==> config.mk <==
export PLATFORM = sky130hd
export DESIGN_NAME = key_autorepeat_synthesizer_flat
export DESIGN_NICKNAME = d
export VERILOG_FILES = /design/src/kas_pkg.sv /design/src/kas_ifs.sv /design/src/key_autorepeat_synthesizer.sv /design/src/kas_ram.sv /design/src/flat_wrapper.sv
export SDC_FILE = /design/constraint.sdc
export NUM_CORES = 1
export LEC_CHECK = 0
export BUFFER_PORTS_ARGS = -buffer_cell sky130_fd_sc_hd__buf_4
export CORE_MARGIN = 2
export CORE_UTILIZATION = 52
export CTS_CLUSTER_DIAMETER = 120
export DETAILED_ROUTE_END_ITERATION = 8
export GPL_TIMING_DRIVEN = 0
export PLACE_DENSITY_LB_ADDON = 0.25
export SKIP_LAST_GASP = 1
export SYNTH_ARGS = -nofsm -noshare
export SYNTH_HDL_FRONTEND = slang
export SYNTH_HIERARCHICAL = 1
export SYNTH_SLANG_ARGS = --single-unit
export TNS_END_PERCENT = 20
==> constraint.sdc <==
create_clock -name i_clk -period 8.67 [get_ports i_clk]
set_input_delay 0.4335 -clock i_clk [delete_from_list [all_inputs] [get_ports i_clk]]
set_output_delay 0.4335 -clock i_clk [all_outputs]
set_load 0.005 [all_outputs]
==> src/kas_pkg.sv <==
// kas_pkg: types, codes and constants shared by the key autorepeat synthesizer
// used by kas_ifs.sv and key_autorepeat_synthesizer.sv; no dependencies
package kas_pkg;

    localparam int QUEUE_DEPTH = 16;
    localparam int Q_AW = (QUEUE_DEPTH > 1) ? $clog2(QUEUE_DEPTH) : 1;
    localparam int Q_CW = $clog2(QUEUE_DEPTH + 1);

    localparam int TIME_W   = 22;
    localparam int KIND_W   = 3;
    localparam int KEY_W    = 16;
    localparam int UTF_W    = 21;
    localparam int CFG_IX_W = 8;

    localparam logic [TIME_W-1:0] RST_DELAY_US   = TIME_W'(300000);
    localparam logic [TIME_W-1:0] RST_TIMEOUT_US = TIME_W'(100000);
    localparam logic [TIME_W-1:0] RST_PERIOD_US  = TIME_W'(20000);

    typedef logic [TIME_W-1:0] t_time;

    typedef enum logic [KIND_W-1:0] {
        KIND_NONE     = 3'd0,
        KIND_KPRESS   = 3'd1,
        KIND_KRELEASE = 3'd2,
        KIND_MPRESS   = 3'd3,
        KIND_MRELEASE = 3'd4,
        KIND_MOTION   = 3'd5,
        KIND_RESIZE   = 3'd6,
        KIND_QUIT     = 3'd7
    } t_kind;

    typedef enum logic [CFG_IX_W-1:0] {
        CFG_REPEAT_ENABLE   = 8'd0,
        CFG_REPEAT_DELAY    = 8'd1,
        CFG_RELEASE_TIMEOUT = 8'd2,
        CFG_REPEAT_PERIOD   = 8'd3
    } t_cfg_idx;

    typedef struct packed {
        logic [KIND_W-1:0] kind;
        logic [KEY_W-1:0]  key_or_x;
        logic [UTF_W-1:0]  utf32_or_y;
    } t_evt;

    localparam int EVT_W = $bits(t_evt);

    function automatic logic [Q_AW-1:0] ptr_inc(input logic [Q_AW-1:0] ptr);
        logic [Q_AW-1:0] nxt;
        if (ptr == Q_AW'(QUEUE_DEPTH - 1)) begin
            nxt = '0;
        end else begin
            nxt = ptr + Q_AW'(1);
        end
        return nxt;
    endfunction

    function automatic t_time sat_add(input t_time a, input t_time b);
        logic [TIME_W:0] s;
        s = {1'b0, a} + {1'b0, b};
        return s[TIME_W] ? '1 : s[TIME_W-1:0];
    endfunction

endpackage

==> src/kas_ifs.sv <==
// kas_ifs: handshake channel interfaces for poll input, result output and config writes
// depends on kas_pkg
interface kas_in_if;
    logic                         valid;
    logic                         ready;
    logic [kas_pkg::TIME_W-1:0]   elapsed_us;
    logic [kas_pkg::KIND_W-1:0]   raw_kind;
    logic [kas_pkg::KEY_W-1:0]    raw_key_or_x;
    logic [kas_pkg::UTF_W-1:0]    raw_utf32_or_y;

    modport source (output valid, elapsed_us, raw_kind, raw_key_or_x, raw_utf32_or_y,
                    input ready);
    modport sink   (input valid, elapsed_us, raw_kind, raw_key_or_x, raw_utf32_or_y,
                    output ready);
endinterface

interface kas_out_if;
    logic                         valid;
    logic                         ready;
    logic [kas_pkg::KIND_W-1:0]   out_kind;
    logic [kas_pkg::KEY_W-1:0]    out_key_or_x;
    logic [kas_pkg::UTF_W-1:0]    out_utf32_or_y;
    logic                         raw_taken;

    modport source (output valid, out_kind, out_key_or_x, out_utf32_or_y, raw_taken,
                    input ready);
    modport sink   (input valid, out_kind, out_key_or_x, out_utf32_or_y, raw_taken,
                    output ready);
endinterface

interface kas_cfg_if;
    logic                           valid;
    logic                           ready;
    logic [kas_pkg::CFG_IX_W-1:0]   index;
    logic [kas_pkg::TIME_W-1:0]     data;

    modport source (output valid, index, data, input ready);
    modport sink   (input valid, index, data, output ready);
endinterface

==> src/key_autorepeat_synthesizer.sv <==
// key_autorepeat_synthesizer: keyboard typematic repeat and release synthesis
// with a pending event queue held in kas_ram; depends on kas_pkg, kas_ifs, kas_ram
//
//  channel  dir  beat contents
//  i_in     in   elapsed_us, raw_kind, raw_key_or_x, raw_utf32_or_y
//  o_out    out  out_kind, out_key_or_x, out_utf32_or_y, raw_taken
//  i_cfg    in   index, data (register write)
//
// a poll's beat is captured while the queue head is read from the ram; the result
// is then formed and loaded into the output register, and no new poll is taken
// until that load is done.
// a poll is taken while an earlier result still waits in the output register;
// the compute cycle repeats while that register is full and not drained.
// synchronous active-low reset clears control state; the queue ram needs no clearing.
module key_autorepeat_synthesizer (
    input  logic      i_clk,
    input  logic      i_rst_n,
    kas_in_if.sink    i_in,
    kas_out_if.source o_out,
    kas_cfg_if.sink   i_cfg
);

    logic                    r_enable;
    kas_pkg::t_time          r_delay;
    kas_pkg::t_time          r_timeout;
    kas_pkg::t_time          r_period;

    logic                    r_held_valid, n_held_valid;
    logic [kas_pkg::KEY_W-1:0] r_held_key, n_held_key;
    logic [kas_pkg::UTF_W-1:0] r_held_utf, n_held_utf;
    kas_pkg::t_time          r_since, n_since;
    kas_pkg::t_time          r_accum, n_accum;

    logic [kas_pkg::Q_AW-1:0] r_head, n_head;
    logic [kas_pkg::Q_AW-1:0] r_tail, n_tail;
    logic [kas_pkg::Q_CW-1:0] r_count, n_count;

    logic                    r_busy;
    kas_pkg::t_time          r_elapsed;
    kas_pkg::t_evt           r_raw;

    logic                    r_out_valid;
    kas_pkg::t_evt           r_out_evt, n_out_evt;
    logic                    r_out_taken;

    logic                    in_acc;
    logic                    fire;
    logic                    popped;
    logic                    push;
    logic [kas_pkg::Q_CW-1:0] cnt_after_pop;
    logic [kas_pkg::EVT_W-1:0] ram_rdata;
    kas_pkg::t_evt           ev;
    kas_pkg::t_time          sp, ra;
    logic                    is_kpress;

    kas_ram #(
        .WIDTH (kas_pkg::EVT_W),
        .DEPTH (kas_pkg::QUEUE_DEPTH)
    ) u_queue (
        .i_clk   (i_clk),
        .i_we    (push),
        .i_waddr (r_tail),
        .i_wdata (ev),
        .i_re    (in_acc),
        .i_raddr (r_head),
        .o_rdata (ram_rdata)
    );

    assign i_in.ready  = !r_busy;
    assign i_cfg.ready = 1'b1;
    assign in_acc      = i_in.valid && !r_busy;
    assign fire        = r_busy && (!r_out_valid || o_out.ready);

    // config registers
    always_ff @(posedge i_clk) begin
        if (!i_rst_n) begin
            r_enable  <= 1'b1;
            r_delay   <= kas_pkg::RST_DELAY_US;
            r_timeout <= kas_pkg::RST_TIMEOUT_US;
            r_period  <= kas_pkg::RST_PERIOD_US;
        end else if (i_cfg.valid) begin
            unique case (kas_pkg::t_cfg_idx'(i_cfg.index))
                kas_pkg::CFG_REPEAT_ENABLE:   r_enable  <= i_cfg.data[0];
                kas_pkg::CFG_REPEAT_DELAY:    r_delay   <= i_cfg.data;
                kas_pkg::CFG_RELEASE_TIMEOUT: r_timeout <= i_cfg.data;
                kas_pkg::CFG_REPEAT_PERIOD:   r_period  <= i_cfg.data;
                default: ;
            endcase
        end
    end

    // event selection and repeat logic
    always_comb begin
        popped        = (r_count != '0);
        ev            = popped ? kas_pkg::t_evt'(ram_rdata) : r_raw;
        cnt_after_pop = r_count - kas_pkg::Q_CW'(popped);
        is_kpress     = (ev.kind == kas_pkg::KIND_KPRESS);
        sp            = kas_pkg::sat_add(r_since, r_elapsed);
        ra            = kas_pkg::sat_add(r_accum, r_elapsed);

        n_out_evt    = ev;
        n_held_valid = r_held_valid;
        n_held_key   = r_held_key;
        n_held_utf   = r_held_utf;
        n_since      = r_since;
        n_accum      = r_accum;
        push         = 1'b0;

        if (r_enable) begin
            n_since = sp;
            n_accum = ra;
            if (r_held_valid && (ra > r_delay) && (ra > r_timeout) && (ra > r_period)) begin
                push      = 1'b1;
                n_accum   = ra - r_period;
                n_out_evt = '{kind: kas_pkg::KIND_KPRESS, key_or_x: r_held_key,
                              utf32_or_y: r_held_utf};
            end else if (is_kpress && r_held_valid && (ev.key_or_x == r_held_key)
                         && (ev.utf32_or_y == r_held_utf)) begin
                n_since   = '0;
                n_out_evt = '{kind: kas_pkg::KIND_NONE, key_or_x: '0, utf32_or_y: '0};
            end else if (r_held_valid && ((sp > r_timeout) || is_kpress)) begin
                push         = 1'b1;
                n_held_valid = 1'b0;
                n_out_evt    = '{kind: kas_pkg::KIND_KRELEASE, key_or_x: r_held_key,
                                 utf32_or_y: r_held_utf};
            end else if (is_kpress) begin
                n_since      = '0;
                n_accum      = '0;
                n_held_valid = 1'b1;
                n_held_key   = ev.key_or_x;
                n_held_utf   = ev.utf32_or_y;
            end
        end

        // none events are never queued, nor anything into a full queue
        push = fire && push && (ev.kind != kas_pkg::KIND_NONE)
               && (cnt_after_pop < kas_pkg::Q_CW'(kas_pkg::QUEUE_DEPTH));

        n_head  = popped ? kas_pkg::ptr_inc(r_head) : r_head;
        n_tail  = push ? kas_pkg::ptr_inc(r_tail) : r_tail;
        n_count = cnt_after_pop + kas_pkg::Q_CW'(push);
    end

    always_ff @(posedge i_clk) begin
        if (!i_rst_n) begin
            r_busy       <= 1'b0;
            r_out_valid  <= 1'b0;
            r_held_valid <= 1'b0;
            r_held_key   <= '0;
            r_held_utf   <= '0;
            r_since      <= '0;
            r_accum      <= '0;
            r_head       <= '0;
            r_tail       <= '0;
            r_count      <= '0;
        end else begin
            if (in_acc) begin
                r_busy <= 1'b1;
            end else if (fire) begin
                r_busy <= 1'b0;
            end
            if (fire) begin
                r_out_valid  <= 1'b1;
                r_held_valid <= n_held_valid;
                r_held_key   <= n_held_key;
                r_held_utf   <= n_held_utf;
                r_since      <= n_since;
                r_accum      <= n_accum;
                r_head       <= n_head;
                r_tail       <= n_tail;
                r_count      <= n_count;
            end else if (o_out.ready) begin
                r_out_valid <= 1'b0;
            end
        end
    end

    // payload registers
    always_ff @(posedge i_clk) begin
        if (in_acc) begin
            r_elapsed <= i_in.elapsed_us;
            r_raw     <= '{kind: i_in.raw_kind, key_or_x: i_in.raw_key_or_x,
                           utf32_or_y: i_in.raw_utf32_or_y};
        end
        if (fire) begin
            r_out_evt   <= n_out_evt;
            r_out_taken <= !popped;
        end
    end

    assign o_out.valid          = r_out_valid;
    assign o_out.out_kind       = r_out_evt.kind;
    assign o_out.out_key_or_x   = r_out_evt.key_or_x;
    assign o_out.out_utf32_or_y = r_out_evt.utf32_or_y;
    assign o_out.raw_taken      = r_out_taken;

`ifndef SYNTHESIS
    a_count_bound: assert property (@(posedge i_clk) disable iff (!i_rst_n)
        r_count <= kas_pkg::Q_CW'(kas_pkg::QUEUE_DEPTH))
        else $error("queue count beyond depth");

    a_accept_busy: assert property (@(posedge i_clk) disable iff (!i_rst_n)
        (i_in.valid && i_in.ready) |=> r_busy)
        else $error("accepted poll not in flight");

    a_result_src: assert property (@(posedge i_clk) disable iff (!i_rst_n)
        $rose(r_out_valid) |-> $past(r_busy))
        else $error("result without a poll in flight");

    a_queue_ptrs: assert property (@(posedge i_clk) disable iff (!i_rst_n)
        (r_count == '0) |-> (r_head == r_tail))
        else $error("empty queue with unequal pointers");
`endif

endmodule

==> src/kas_ram.sv <==
// kas_ram: generic single-write, single-read synchronous ram with registered read
// no dependencies
module kas_ram #(
    parameter int WIDTH = 8,
    parameter int DEPTH = 16
) (
    input  logic                                   i_clk,
    input  logic                                   i_we,
    input  logic [((DEPTH > 1) ? $clog2(DEPTH) : 1)-1:0] i_waddr,
    input  logic [WIDTH-1:0]                       i_wdata,
    input  logic                                   i_re,
    input  logic [((DEPTH > 1) ? $clog2(DEPTH) : 1)-1:0] i_raddr,
    output logic [WIDTH-1:0]                       o_rdata
);

    logic [WIDTH-1:0] r_mem [DEPTH];
    logic [WIDTH-1:0] r_rdata;

    always_ff @(posedge i_clk) begin
        if (i_we) begin
            r_mem[i_waddr] <= i_wdata;
        end
        if (i_re) begin
            r_rdata <= r_mem[i_raddr];
        end
    end

    assign o_rdata = r_rdata;

endmodule

==> src/flat_wrapper.sv <==
// flat-port wrapper written by rule: the top's interface ports become plain ports
module key_autorepeat_synthesizer_flat 
  (i_clk, i_rst_n, i_in_valid, i_in_elapsed_us, i_in_raw_kind, i_in_raw_key_or_x, i_in_raw_utf32_or_y, i_in_ready, o_out_valid, o_out_out_kind, o_out_out_key_or_x, o_out_out_utf32_or_y, o_out_raw_taken, o_out_ready, i_cfg_valid, i_cfg_index, i_cfg_data, i_cfg_ready);
  kas_in_if i_in_i ();
  kas_out_if o_out_i ();
  kas_cfg_if i_cfg_i ();
  input  logic i_clk;
  input  logic i_rst_n;
  input wire logic [$bits(i_in_i.valid)-1:0] i_in_valid;
  input wire logic [$bits(i_in_i.elapsed_us)-1:0] i_in_elapsed_us;
  input wire logic [$bits(i_in_i.raw_kind)-1:0] i_in_raw_kind;
  input wire logic [$bits(i_in_i.raw_key_or_x)-1:0] i_in_raw_key_or_x;
  input wire logic [$bits(i_in_i.raw_utf32_or_y)-1:0] i_in_raw_utf32_or_y;
  output wire logic [$bits(i_in_i.ready)-1:0] i_in_ready;
  output wire logic [$bits(o_out_i.valid)-1:0] o_out_valid;
  output wire logic [$bits(o_out_i.out_kind)-1:0] o_out_out_kind;
  output wire logic [$bits(o_out_i.out_key_or_x)-1:0] o_out_out_key_or_x;
  output wire logic [$bits(o_out_i.out_utf32_or_y)-1:0] o_out_out_utf32_or_y;
  output wire logic [$bits(o_out_i.raw_taken)-1:0] o_out_raw_taken;
  input wire logic [$bits(o_out_i.ready)-1:0] o_out_ready;
  input wire logic [$bits(i_cfg_i.valid)-1:0] i_cfg_valid;
  input wire logic [$bits(i_cfg_i.index)-1:0] i_cfg_index;
  input wire logic [$bits(i_cfg_i.data)-1:0] i_cfg_data;
  output wire logic [$bits(i_cfg_i.ready)-1:0] i_cfg_ready;
  assign i_in_i.valid = i_in_valid;
  assign i_in_i.elapsed_us = i_in_elapsed_us;
  assign i_in_i.raw_kind = i_in_raw_kind;
  assign i_in_i.raw_key_or_x = i_in_raw_key_or_x;
  assign i_in_i.raw_utf32_or_y = i_in_raw_utf32_or_y;
  assign i_in_ready = i_in_i.ready;
  assign o_out_valid = o_out_i.valid;
  assign o_out_out_kind = o_out_i.out_kind;
  assign o_out_out_key_or_x = o_out_i.out_key_or_x;
  assign o_out_out_utf32_or_y = o_out_i.out_utf32_or_y;
  assign o_out_raw_taken = o_out_i.raw_taken;
  assign o_out_i.ready = o_out_ready;
  assign i_cfg_i.valid = i_cfg_valid;
  assign i_cfg_i.index = i_cfg_index;
  assign i_cfg_i.data = i_cfg_data;
  assign i_cfg_ready = i_cfg_i.ready;
  key_autorepeat_synthesizer u_core (.i_clk(i_clk), .i_rst_n(i_rst_n), .i_in(i_in_i), .o_out(o_out_i), .i_cfg(i_cfg_i));
endmodule
Word level (Yosys, flattened, before mapping)
Memory sizes are Yosys's and may differ from the RTL's. A register that Yosys moved wholly into a read port is not among the register bits.
Cells that the tools add are included.
{ "word_totals": {"mem_bits_rw": 640, "in_bits": 97, "ff_bits": 267, "output_inout_bits": 44, "n_memories": 1} }
{ "mem_list": {"columns": ["memory", "words", "word_bits", "rd", "rd_clocked_by_memory_dff", "write_ports", "line", "rtl"], "rows": [
  ["u_core.u_queue.r_mem", 16, 40, 1, 1, 1, "kas_ram.sv:16", "logic [WIDTH-1:0] r_mem [DEPTH];"]
]} }
{ "op_classes": {"n_eq_ne": 8, "n_reduce_logical": 32, "n_lt_le_gt_ge": 5, "bitwise_logic": 3, "addsub": 7, "mux": 29} }
{ "ops": {"columns": ["op", "count"], "rows": [
  ["22-bit 2-to-1 mux", 10],
  ["40-bit 2-to-1 mux", 5],
  ["22-bit > comparator", 4],
  ["22-bit by 22-bit adder with 23-bit output", 2],
  ["22-bit subtractor", 1],
  ["21-bit equality test", 1],
  ["16-bit equality test", 1],
  ["8-bit by 2-bit equality test with 1-bit output, second input constant", 2],
  ["2-bit AND reduction", 7],
  ["1-bit logical AND", 12],
  ["1-bit 2-to-1 mux", 12],
  ["4-bit by 1-bit adder with 4-bit output, second input constant", 2],
  ["4-bit equality test, second input constant", 2],
  ["8-bit by 1-bit equality test with 1-bit output, second input constant", 1],
  ["8-bit zero test", 1],
  ["4-bit 2-to-1 mux", 2],
  ["6-bit AND reduction", 1],
  ["2-bit nonzero test", 3],
  ["5-bit by 1-bit adder with 5-bit output", 1],
  ["5-bit < comparator, second input constant", 1],
  ["5-bit AND reduction", 1],
  ["5-bit nonzero test", 1],
  ["5-bit by 1-bit subtractor with 5-bit output", 1],
  ["3-bit by 1-bit equality test with 1-bit output, second input constant", 1],
  ["other kinds (4)", 9]
]} }

Logic depth before layout (Yosys ltp)
Gate-level depths: netlist of run 1.
{ "logic_depth": {"word_depth": 14, "depth_mapped": 31} }

By module
The synthesis of run 1 kept the hierarchy.
{ "modules_own_cells": {"columns": ["mod", "cells_per_inst", "area_per_inst_um2", "seq_area_each_um2", "instances"], "rows": [
  ["kas_ram", 1040, 25530.7, 20419.6, 1],
  ["key_autorepeat_synthesizer", 1773, 15985.3, 6376.1, 1]
]} }

Worst setup path after synthesis of run 1
OpenSTA, ideal clock, no wires.
{ "synth_path": {"path_type": "register -> register", "startpoint": "register u_core.r_elapsed[0]", "endpoint": "memory u_core/u_queue/r_mem[0][0] (netlist bit), enable pin", "arrival_ns": 7.525, "t_required_ns": 8.183, "setup_slack_ns": 0.658, "n_path_buf": 1, "path_stages_with_launch": 26, "cell_sequence": "edfxtp_1 -> ha_1 -> inv_1 -> fa_1 -> nand2b_1 -> a21o_1 -> a211oi_1 -> o21ai_0 -> a31oi_1 -> a221oi_1 -> clkbuf_1 -> inv_1 -> nor2_1 -> ha_1 -> inv_1 -> fa_1 -> a211oi_1 -> o211ai_1 -> a41oi_1 -> o221ai_1 -> a21oi_1 -> nor4_1 -> a211oi_2 -> inv_1 -> or3b_2 -> nor3_1"} }
{ "synth_via": {"elab_chain_len": 14} }
{ "synth_lines": {"columns": ["item", "line", "rtl"], "rows": [
  ["start, declared", "key_autorepeat_synthesizer.sv:39", "kas_pkg::t_time r_elapsed;"],
  ["start signal, assigned", "key_autorepeat_synthesizer.sv:181", "r_elapsed <= i_in.elapsed_us;"],
  ["22-bit by 22-bit adder with 23-bit output", "kas_pkg.sv:59", "s = {1'b0, a} + {1'b0, b};"],
  ["22-bit 2-to-1 mux", "kas_pkg.sv:60", "return s[TIME_W] ? '1 : s[TIME_W-1:0];"],
  ["22-bit > comparator", "key_autorepeat_synthesizer.sv:121", "end else if (r_held_valid && ((sp > r_timeout) || is_kpress)) begin"],
  ["1-bit logical OR", "key_autorepeat_synthesizer.sv:121", null],
  ["1-bit logical AND", "key_autorepeat_synthesizer.sv:121", null],
  ["1-bit 2-to-1 mux", "key_autorepeat_synthesizer.sv:121", null],
  ["1-bit 2-to-1 mux", "key_autorepeat_synthesizer.sv:117", "end else if (is_kpress && r_held_valid && (ev.key_or_x == r_held_key)"],
  ["1-bit 2-to-1 mux *", "key_autorepeat_synthesizer.sv:112", "if (r_held_valid && (ra > r_delay) && (ra > r_timeout) && (ra > r_period)) begin"],
  ["1-bit 2-to-1 mux *", "key_autorepeat_synthesizer.sv:109", "if (r_enable) begin"],
  ["1-bit logical AND * (2 in a row)", "key_autorepeat_synthesizer.sv:136", "push = fire && push && (ev.kind != kas_pkg::KIND_NONE)"],
  ["1-bit logical AND *", "key_autorepeat_synthesizer.sv:137", "&& (cnt_after_pop < kas_pkg::Q_CW'(kas_pkg::QUEUE_DEPTH));"],
  ["net u_core.push", "key_autorepeat_synthesizer.sv:49", "logic push;"],
  ["1-bit 2-to-1 mux *", "kas_ram.sv:20", "if (i_we) begin"],
  ["1-bit 2-to-1 mux (implied by the code) *", "kas_ram.sv:21", "r_mem[i_waddr] <= i_wdata;"],
  ["end, declared", "kas_ram.sv:16", null]
]} }
The timed path passes the listed nets; every way through them passes the cells marked *.

Final worst setup path of run 1
{ "layout_path": {"startpoint": "register u_core.r_elapsed[5]", "endpoint": "memory u_core/u_queue/r_mem[0][23] (netlist bit), enable pin"} }
Same word-level chain as after synthesis.

==> reports/metrics.yaml, run 1 <==
die:
  fp.dieW_um: 286.6
  rows: 103
  design.die.area_sq_um: 82110
  die_h_um: 286.6
  core-area_sq_um: 79000
  io_pins: 141
  start_util_pct: 52.55
route:
  avgViaCountPerCell: 6.293
  vias: 26953
  drt_iter0_drc: 3159
  routed_wl_mm: 118.8
  drtPass1Iterations: 6
  wl_per_cell_um: 27.74
  detail-route-antenna-nets: 0
  drcViolationCount: 0
power:
  finalPower_uw: 13190
  p_seq_share_pct: 43.2
  swShare_pct: 30.25
  clkPwrFrac_pct: 31.9
  combPwrFrac_pct: 24.9
  switchingPower_uw: 3989
  internal_power_uw: 9199
  leakage_uw: 0.01696
  irDropWorstVdd_mv: 0.2068
  powerDensity_nw_per_um2: 271.3
logic_synthesis:
  yosys.area.top_type: "edfxtp_1"
  synth_common_cells: "edfxtp_1, nand2_1, dfxtp_1"
  syn_inst: 2813
  synth-seq-cells: 947
  ys.flop_type: "edfxtp_1"
  synthTopCellsByArea: "edfxtp_1, dfxtp_1, mux4_2"
  yosysTopAreaCellShare_pct: 56.63
  syn_area_sq_um: 41520
  synth.avg_cell_area_sq_um: 14.76
  synth_most_common_cell: "edfxtp_1"
  syn_nets: 3051
  netlist-cell-type-count: 91
  async_flop_share_pct: 0
  synth_edf_count: 783
  yosysWarnings: 6
  ys_seq_area_share_pct: 64.54
sta:
  slew_viol_final: 0
  fin_tns_setup_ns: 0
  rsz0062_at_grt: "false"
  min_period_ns: 8.075
  max_freq_ghz: 0.1238
  worst_pin_slew_ns: 1.086
  finalCritPeriodShare_pct: 93.14
  hold_viol: 0
  slew-limit-headroom_pct: 27.40
  finalSetupViolCount: 0
  final.setup_skew_ns: 0.07404
  fin_ws_ns: 0.5950
run_status:
  status: "finished clean"
final_layout:
  regMostFlops: "u_core/u_queue/r_mem"
  fin_cells: 4283
  largest_register_ffs: 640
  drive_above_1_share_pct: 15.90
  area_growth_pct: 17.07
  antennaDiodeCount: 0
  final_nets: 3391
  final_cell_area_sq_um: 48600
placement:
  dp_slack_ns: 0.3909
  place_area_sq_um: 44680
  dpl.cell_count: 4042
  port_buffers: 138
  place.gp.congestion: 0.9641
  place_hpwl_mm: 82.12
setup_path:
  timing.critical_path.arrival_ns: 8.45
  regToRegEndpoint: "u_core/u_queue/r_mem[0][23]$_DFFE_PP_"
  worstSetupPathType: "reg -> reg"
  cp_data_required_time_ns: 9.04
  timing.rr.start: "u_core/r_elapsed[5]$_DFFE_PP_"
  cp-start-kind: "flop"
  worstRegToRegCells: 22
  end_kind: "flop"
  reg2reg_setup_slack_ns: 0.60
  worstPathMaxFanout: 10
grt:
  grt_pass1_vias: 26926
  grt_use_total_pct: 29.04
  grt_start_max_net_pins: 30
  grt.overflow.total: 0
  antenna_found_initial: 1
  grt_pass1_wl_mm: 173.2
min_path:
  whs_path_depth: 3
  hp-start: "i_cfg_data[10]"
  hold_class: "in -> reg"
  whs_endpoint: "u_core/r_period[10]$_SDFFE_PN1P_"
flow_run:
  cap_viol_max_count: 0
clock_tree:
  cts_made_buffers: 96
  cts_tree: "built"
  clock_latency_ns: 0.69
  cts.sinks: 947
  path_clk_slew_ns: 0.06
  clock_path_buffers: 3
  root_buffer: "clkbuf_16"
  cts.htree.levels: 3
-- power groups by stage --
stage	clock network (uW)	logic (uW)	registers (uW)
after global routing	4460	3550	5700
after CTS	4280	3250	5690
final	4210	3280	5690
after detailed placement	0	3210	5780
after global placement	0	3090	5790
after floorplan	0	2150	5720
-- layout by cell type, fill, tap and decap left out, drive strengths merged, types with 47 or more instances in the layout --
cell type and count:
dlygate4sd3 62, a21oi 138, nor2 138, o21ai 71, edfxtp 783, nand2 241
a22oi 82, a211oi 48, ha 138, mux4 160, clkbuf 201, buf 228
nand3 47, inv 162, dfxtp 164
-- critical path, cell delays in order (launching register included) --
cell and delay [ns]:
edfxtp_1 0.46, ha_1 0.39, a21oi_1 0.18, nor3b_1 0.34, a211oi_1 0.18, o21ai_0 0.34, a31oi_1 0.23, a221oi_2 0.52
clkbuf_1 0.45, o21ai_0 0.47, ha_1 0.45, nand4_1 0.16, nor3_1 0.40, o311ai_0 0.26, nand4_1 0.15, o21ai_0 0.29
nor4_1 0.41, a211oi_2 0.11, inv_1 0.18, or3b_2 0.60, nor3_2 0.79, buf_8 0.25, buf_6 0.19
-- what timing repair did --
| action | in CTS | in global routing |
|---|---|---|
| gates resized for setup | 0 | 2 |
| buffers inserted | 0 | 1 |
| setup endpoints to repair | 0 | 468 |
| endpoints found under the hold margin | 62 | 0 |
| hold buffers | 62 | 0 |
-- how the worst max path moves through the flow --
stage	end	cells past startpoint	from	slack, ns
2_1_floorplan	u_core/u_queue/r_mem[0][0]$_DFFE_PP_	25	u_core/r_elapsed[0]$_DFFE_PP_	0.66
4_1_cts	u_core/r_count[4]$_SDFFE_PN0P_	29	u_core/r_elapsed[5]$_DFFE_PP_	0.26
6_report	u_core/u_queue/r_mem[0][23]$_DFFE_PP_	22	u_core/r_elapsed[5]$_DFFE_PP_	0.60
5_1_grt	u_core/u_queue/r_mem[0][18]$_DFFE_PP_	22	u_core/r_elapsed[5]$_DFFE_PP_	0.17
3_5_place_dp	u_core/r_count[4]$_SDFFE_PN0P_	31	u_core/r_elapsed[0]$_DFFE_PP_	0.39
3_3_place_gp	u_core/u_queue/r_mem[0][16]$_DFFE_PP_	20	u_core/r_elapsed[5]$_DFFE_PP_	-4.85
-- cell type report --
type | count | area, sq um
plain buffers | 129 | 740.7
clock buffers | 120 | 2585
clock inverters | 58 | 705.7
fillers | 5726 | 30400
inverters | 160 | 603.1
multi-input cells | 1577 | 13510
flip-flops and latches | 947 | 26800
well taps | 1050 | 1314
repair buffers | 242 | 2355
-- logic make-up after synthesis --
group	Yosys count	share of synthesized area (%)
DFF	947	64.54
other	1	0.009033
and+or+nand+nor	579	6.516
AOI/OAI and AO/OA	594	9.927
buffers and inverters	289	3.234
adders and majority gates	141	4.304
muxes	190	9.948
xor gates and xnor gates	72	1.519
-- layer usage --
metal	track usage [%]	part of all wire [%]
met1	37.82	38
met2	48.15	49
met3	4.730	8.2
met4	13.19	4.9
met5	0	0
-- through the flow --
step	hold slack (ns)	utilization, %
4_1_cts	0.02832	61.50
5_1_grt	0.04389	61.52
3_3_place_gp	0.4444	55.53
6_report	0.05207	61.52
2_1_floorplan	0.4318	-
3_5_place_dp	0.4499	56.55
Power figures use the tool's default switching activity.
==> inputs of run 2 (changes only) <==
Settings changed: GPL_TIMING_DRIVEN 0 to default.
Clock period 8.67 ns to 7.6 ns, I/O delays scaled along.
==> run 2 against run 1 <==
  * Core utilization shrank 0.97 points
  * Via count shrank 3.0%
  * Setup slack lost 0.57 ns
  * First-iteration DRC count shrank 10%
  * Clock-buffer cell count shrank 7
  * Total power grew 12%
  * Critical path type unchanged
  * Critical endpoint is now u_core/u_queue/r_mem[10][31]$_DFFE_PP_
  * Highest routed layer is now met5
==> reports/metrics.yaml, run 2 (same netlist as run 1, synthesis figures left out) <==
run_status:
  status: "finished clean"
route:
  drtPass1Iterations: 6  # unchanged
  avgViaCountPerCell: 6.249  # -0.70%
  detail-route-antenna-nets: 0  # unchanged
  routed_wl_mm: 113.8  # -4.2%
  wl_per_cell_um: 27.22  # -1.9%
  vias: 26133  # -3.0%
  drt_iter0_drc: 2836  # -10%
  drcViolationCount: 0  # unchanged
die:
  die_h_um: 286.6  # unchanged
  start_util_pct: 52.55  # unchanged
  fp.dieW_um: 286.6  # unchanged
  design.die.area_sq_um: 82110  # unchanged
  io_pins: 141  # unchanged
  core-area_sq_um: 79000  # unchanged
  rows: 103  # unchanged
sta:
  max_freq_ghz: 0.1320  # +6.6%
  rsz0062_at_grt: "true"
  final.setup_skew_ns: 0.06020  # -0.01384 ns
  min_period_ns: 7.578  # -0.4969 ns
  finalCritPeriodShare_pct: 99.71  # +6.6 points
  finalSetupViolCount: 0  # unchanged
  hold_viol: 0  # unchanged
  slew_viol_final: 0  # unchanged
  slew-limit-headroom_pct: 12.83  # -15 points
  worst_pin_slew_ns: 1.306  # +0.2197 ns
  whs_ns: 0.04844  # -0.003627 ns
setup_path:
  critical_path_depth: 20  # -9.1%
  worstRegToRegCells: 20  # -9.1%
  cp-start-kind: "flop"
  critPathBufInv: 2  # -2
  timing.critical_path.arrival_ns: 7.91  # -0.54 ns
  slowest_delay_ns: 0.98  # +0.19 ns
  crit_slowest_cell: "nor2_4"
  regToRegEndpoint: "u_core/u_queue/r_mem[10][31]$_DFFE_PP_"
  timing.rr.start: "u_core/r_elapsed[2]$_DFFE_PP_"
  end_kind: "flop"
  worstPathMaxFanout: 23  # +13
  cp_data_required_time_ns: 7.93  # -1.11 ns
  worstSetupPathType: "reg -> reg"
  reg2reg_setup_slack_ns: 0.02  # -0.57 ns
  critPathTopFamily: "simple AND/OR/NAND/NOR gates"
  cp_cell_sequence: "ha_1 -> o211ai_1 -> o21ai_1 -> nor4_1 -> nor3_1 -> o31a_1 -> or4_1 -> a211o_1 -> ha_1 -> nand4_1 -> nor3_1 -> o311ai_0 -> nand4_1 -> o21ai_0 -> nor4_1 -> a211oi_2 -> inv_1 -> nand3b_1 -> nor2_4 -> buf_4"
final_layout:
  area_growth_pct: 15.22
  drive_above_1_share_pct: 16.00  # +0.098 points
  register_area_sq_um: 26800  # about the same
  antennaDiodeCount: 0  # unchanged
  regMostFlops: "u_core/u_queue/r_mem"
  final_nets: 3291  # -2.9%
  largest_register_ffs: 640  # unchanged
  final_cell_area_sq_um: 47840  # -1.6%
  final_common_cell: "edfxtp_1"
  multi_input_area_sq_um: 13570  # +0.45%
  layout_common_cells: "edfxtp_1, nand2_1, buf_4"
  fillerInstances: 5802  # +1.3%
clock_tree:
  cts_made_buffers: 95  # -1.0%
  cts.sinks: 947  # unchanged
  cts_tree: "built"
  clock_latency_ns: 0.68  # about the same
  cts.htree.levels: 3  # unchanged
  clock_path_buffers: 3  # unchanged
  path_clk_slew_ns: 0.06  # about the same
  root_buffer: "clkbuf_16"
  cts_resized: 0  # unchanged
power:
  leakage_uw: 0.01666  # -1.8%
  powerDensity_nw_per_um2: 310.0  # +14%
  irDropWorstVdd_mv: 0.2224  # +7.6%
  finalPower_uw: 14830  # +12%
min_path:
  hold_class: "in -> reg"
  whs_path_depth: 3  # unchanged
  whs_endpoint: "u_core/r_period[20]$_SDFFE_PN0P_"
  hp-start: "i_cfg_data[20]"
grt:
  grt_start_max_net_pins: 84  # +180%
  antenna_found_initial: 1  # unchanged
  grt_pass1_vias: 26326  # -2.2%
  grt_use_total_pct: 27.70  # -1.3 points
  grt_pass1_wl_mm: 167.2  # -3.5%
  grt.overflow.total: 0  # unchanged
placement:
  port_buffers: 139  # +0.72%
  place.gp.congestion: 0.9769  # +1.3%
  place_area_sq_um: 43750  # -2.1%
  place_hpwl_mm: 72.14  # -12%
flow_run:
  cap_viol_max_count: 0  # unchanged
[run 2: layout make-up]
| type | count | share of cell area [%] |
|---|---|---|
| sequential | 947 | 56.03 |
| inverter | 160 | 1.266 |
| clock buffer | 113 | 5.216 |
| timing repair buffer | 272 | 4.813 |
| clock inverter | 63 | 1.567 |
| tap | 1050 | 2.746 |
| multi-input combinational | 1577 | 28.36 |
[run 2: power by group]
group / internal (uW) / total, uW / switching (uW)
registers: 6330 / 6510 / 173
clock network: 2780 / 4800 / 2020
logic: 1290 / 3520 / 2230
total: 10400 / 14800 / 4420
[run 2: worst max path at each step]
| stage | from | end | slack [ns] |
|---|---|---|---|
| after detailed placement | u_core/r_elapsed[1]$_DFFE_PP_ | u_core/u_queue/r_mem[9][12]$_DFFE_PP_ | 0.13 |
| after floorplan | u_core/r_elapsed[0]$_DFFE_PP_ | u_core/u_queue/r_mem[12][0]$_DFFE_PP_ | -0.07 |
| after CTS | u_core/r_elapsed[1]$_DFFE_PP_ | u_core/u_queue/r_mem[9][30]$_DFFE_PP_ | 0.14 |
| after global routing | u_core/r_elapsed[1]$_DFFE_PP_ | u_core/u_queue/r_mem[10][31]$_DFFE_PP_ | -0.29 |
| after global placement | u_core/r_elapsed[1]$_DFFE_PP_ | u_core/u_queue/r_mem[11][12]$_DFFE_PP_ | 0.48 |
| final | u_core/r_elapsed[2]$_DFFE_PP_ | u_core/u_queue/r_mem[10][31]$_DFFE_PP_ | 0.02 |
[run 2: tightest hold or removal path: stages]
cell and delay [ns]:
buf_4 0.12, nand2_1 0.06, a21oi_1 0.06
[run 2: repair_timing]
| item | CTS | global route |
|---|---|---|
| setup endpoints to repair | 0 | 134 |
| buffers inserted | 0 | 0 |
| endpoints found under the hold margin | 112 | 0 |
| hold buffers | 84 | 0 |
[run 2: metal layers]
metal / global-route usage (%) / vias up / part of all wire, %
met2: 46.41 / 1250 / 49
met1: 35.75 / 13146 / 39
met4: 12.50 / 2 / 5.0
li1: - / 11445 / -
met5: 0 / - / 0.0061
met3: 4.428 / 290 / 7.4
[run 2: stage by stage]
stage | setup slack [ns] | cells | setup TNS (ns) | util, %
3_5_place_dp | 0.1305 | 3922 | 0 | 55.38
6_report | 0.02185 | 4182 | 0 | 60.55
5_1_grt | -0.2854 | 4182 | -20.31 | 60.55
3_3_place_gp | 0.4836 | 3922 | 0 | 55.38
4_1_cts | 0.1390 | 4182 | 0 | 60.55
2_1_floorplan | -0.06753 | 2813 | -7.822 | -
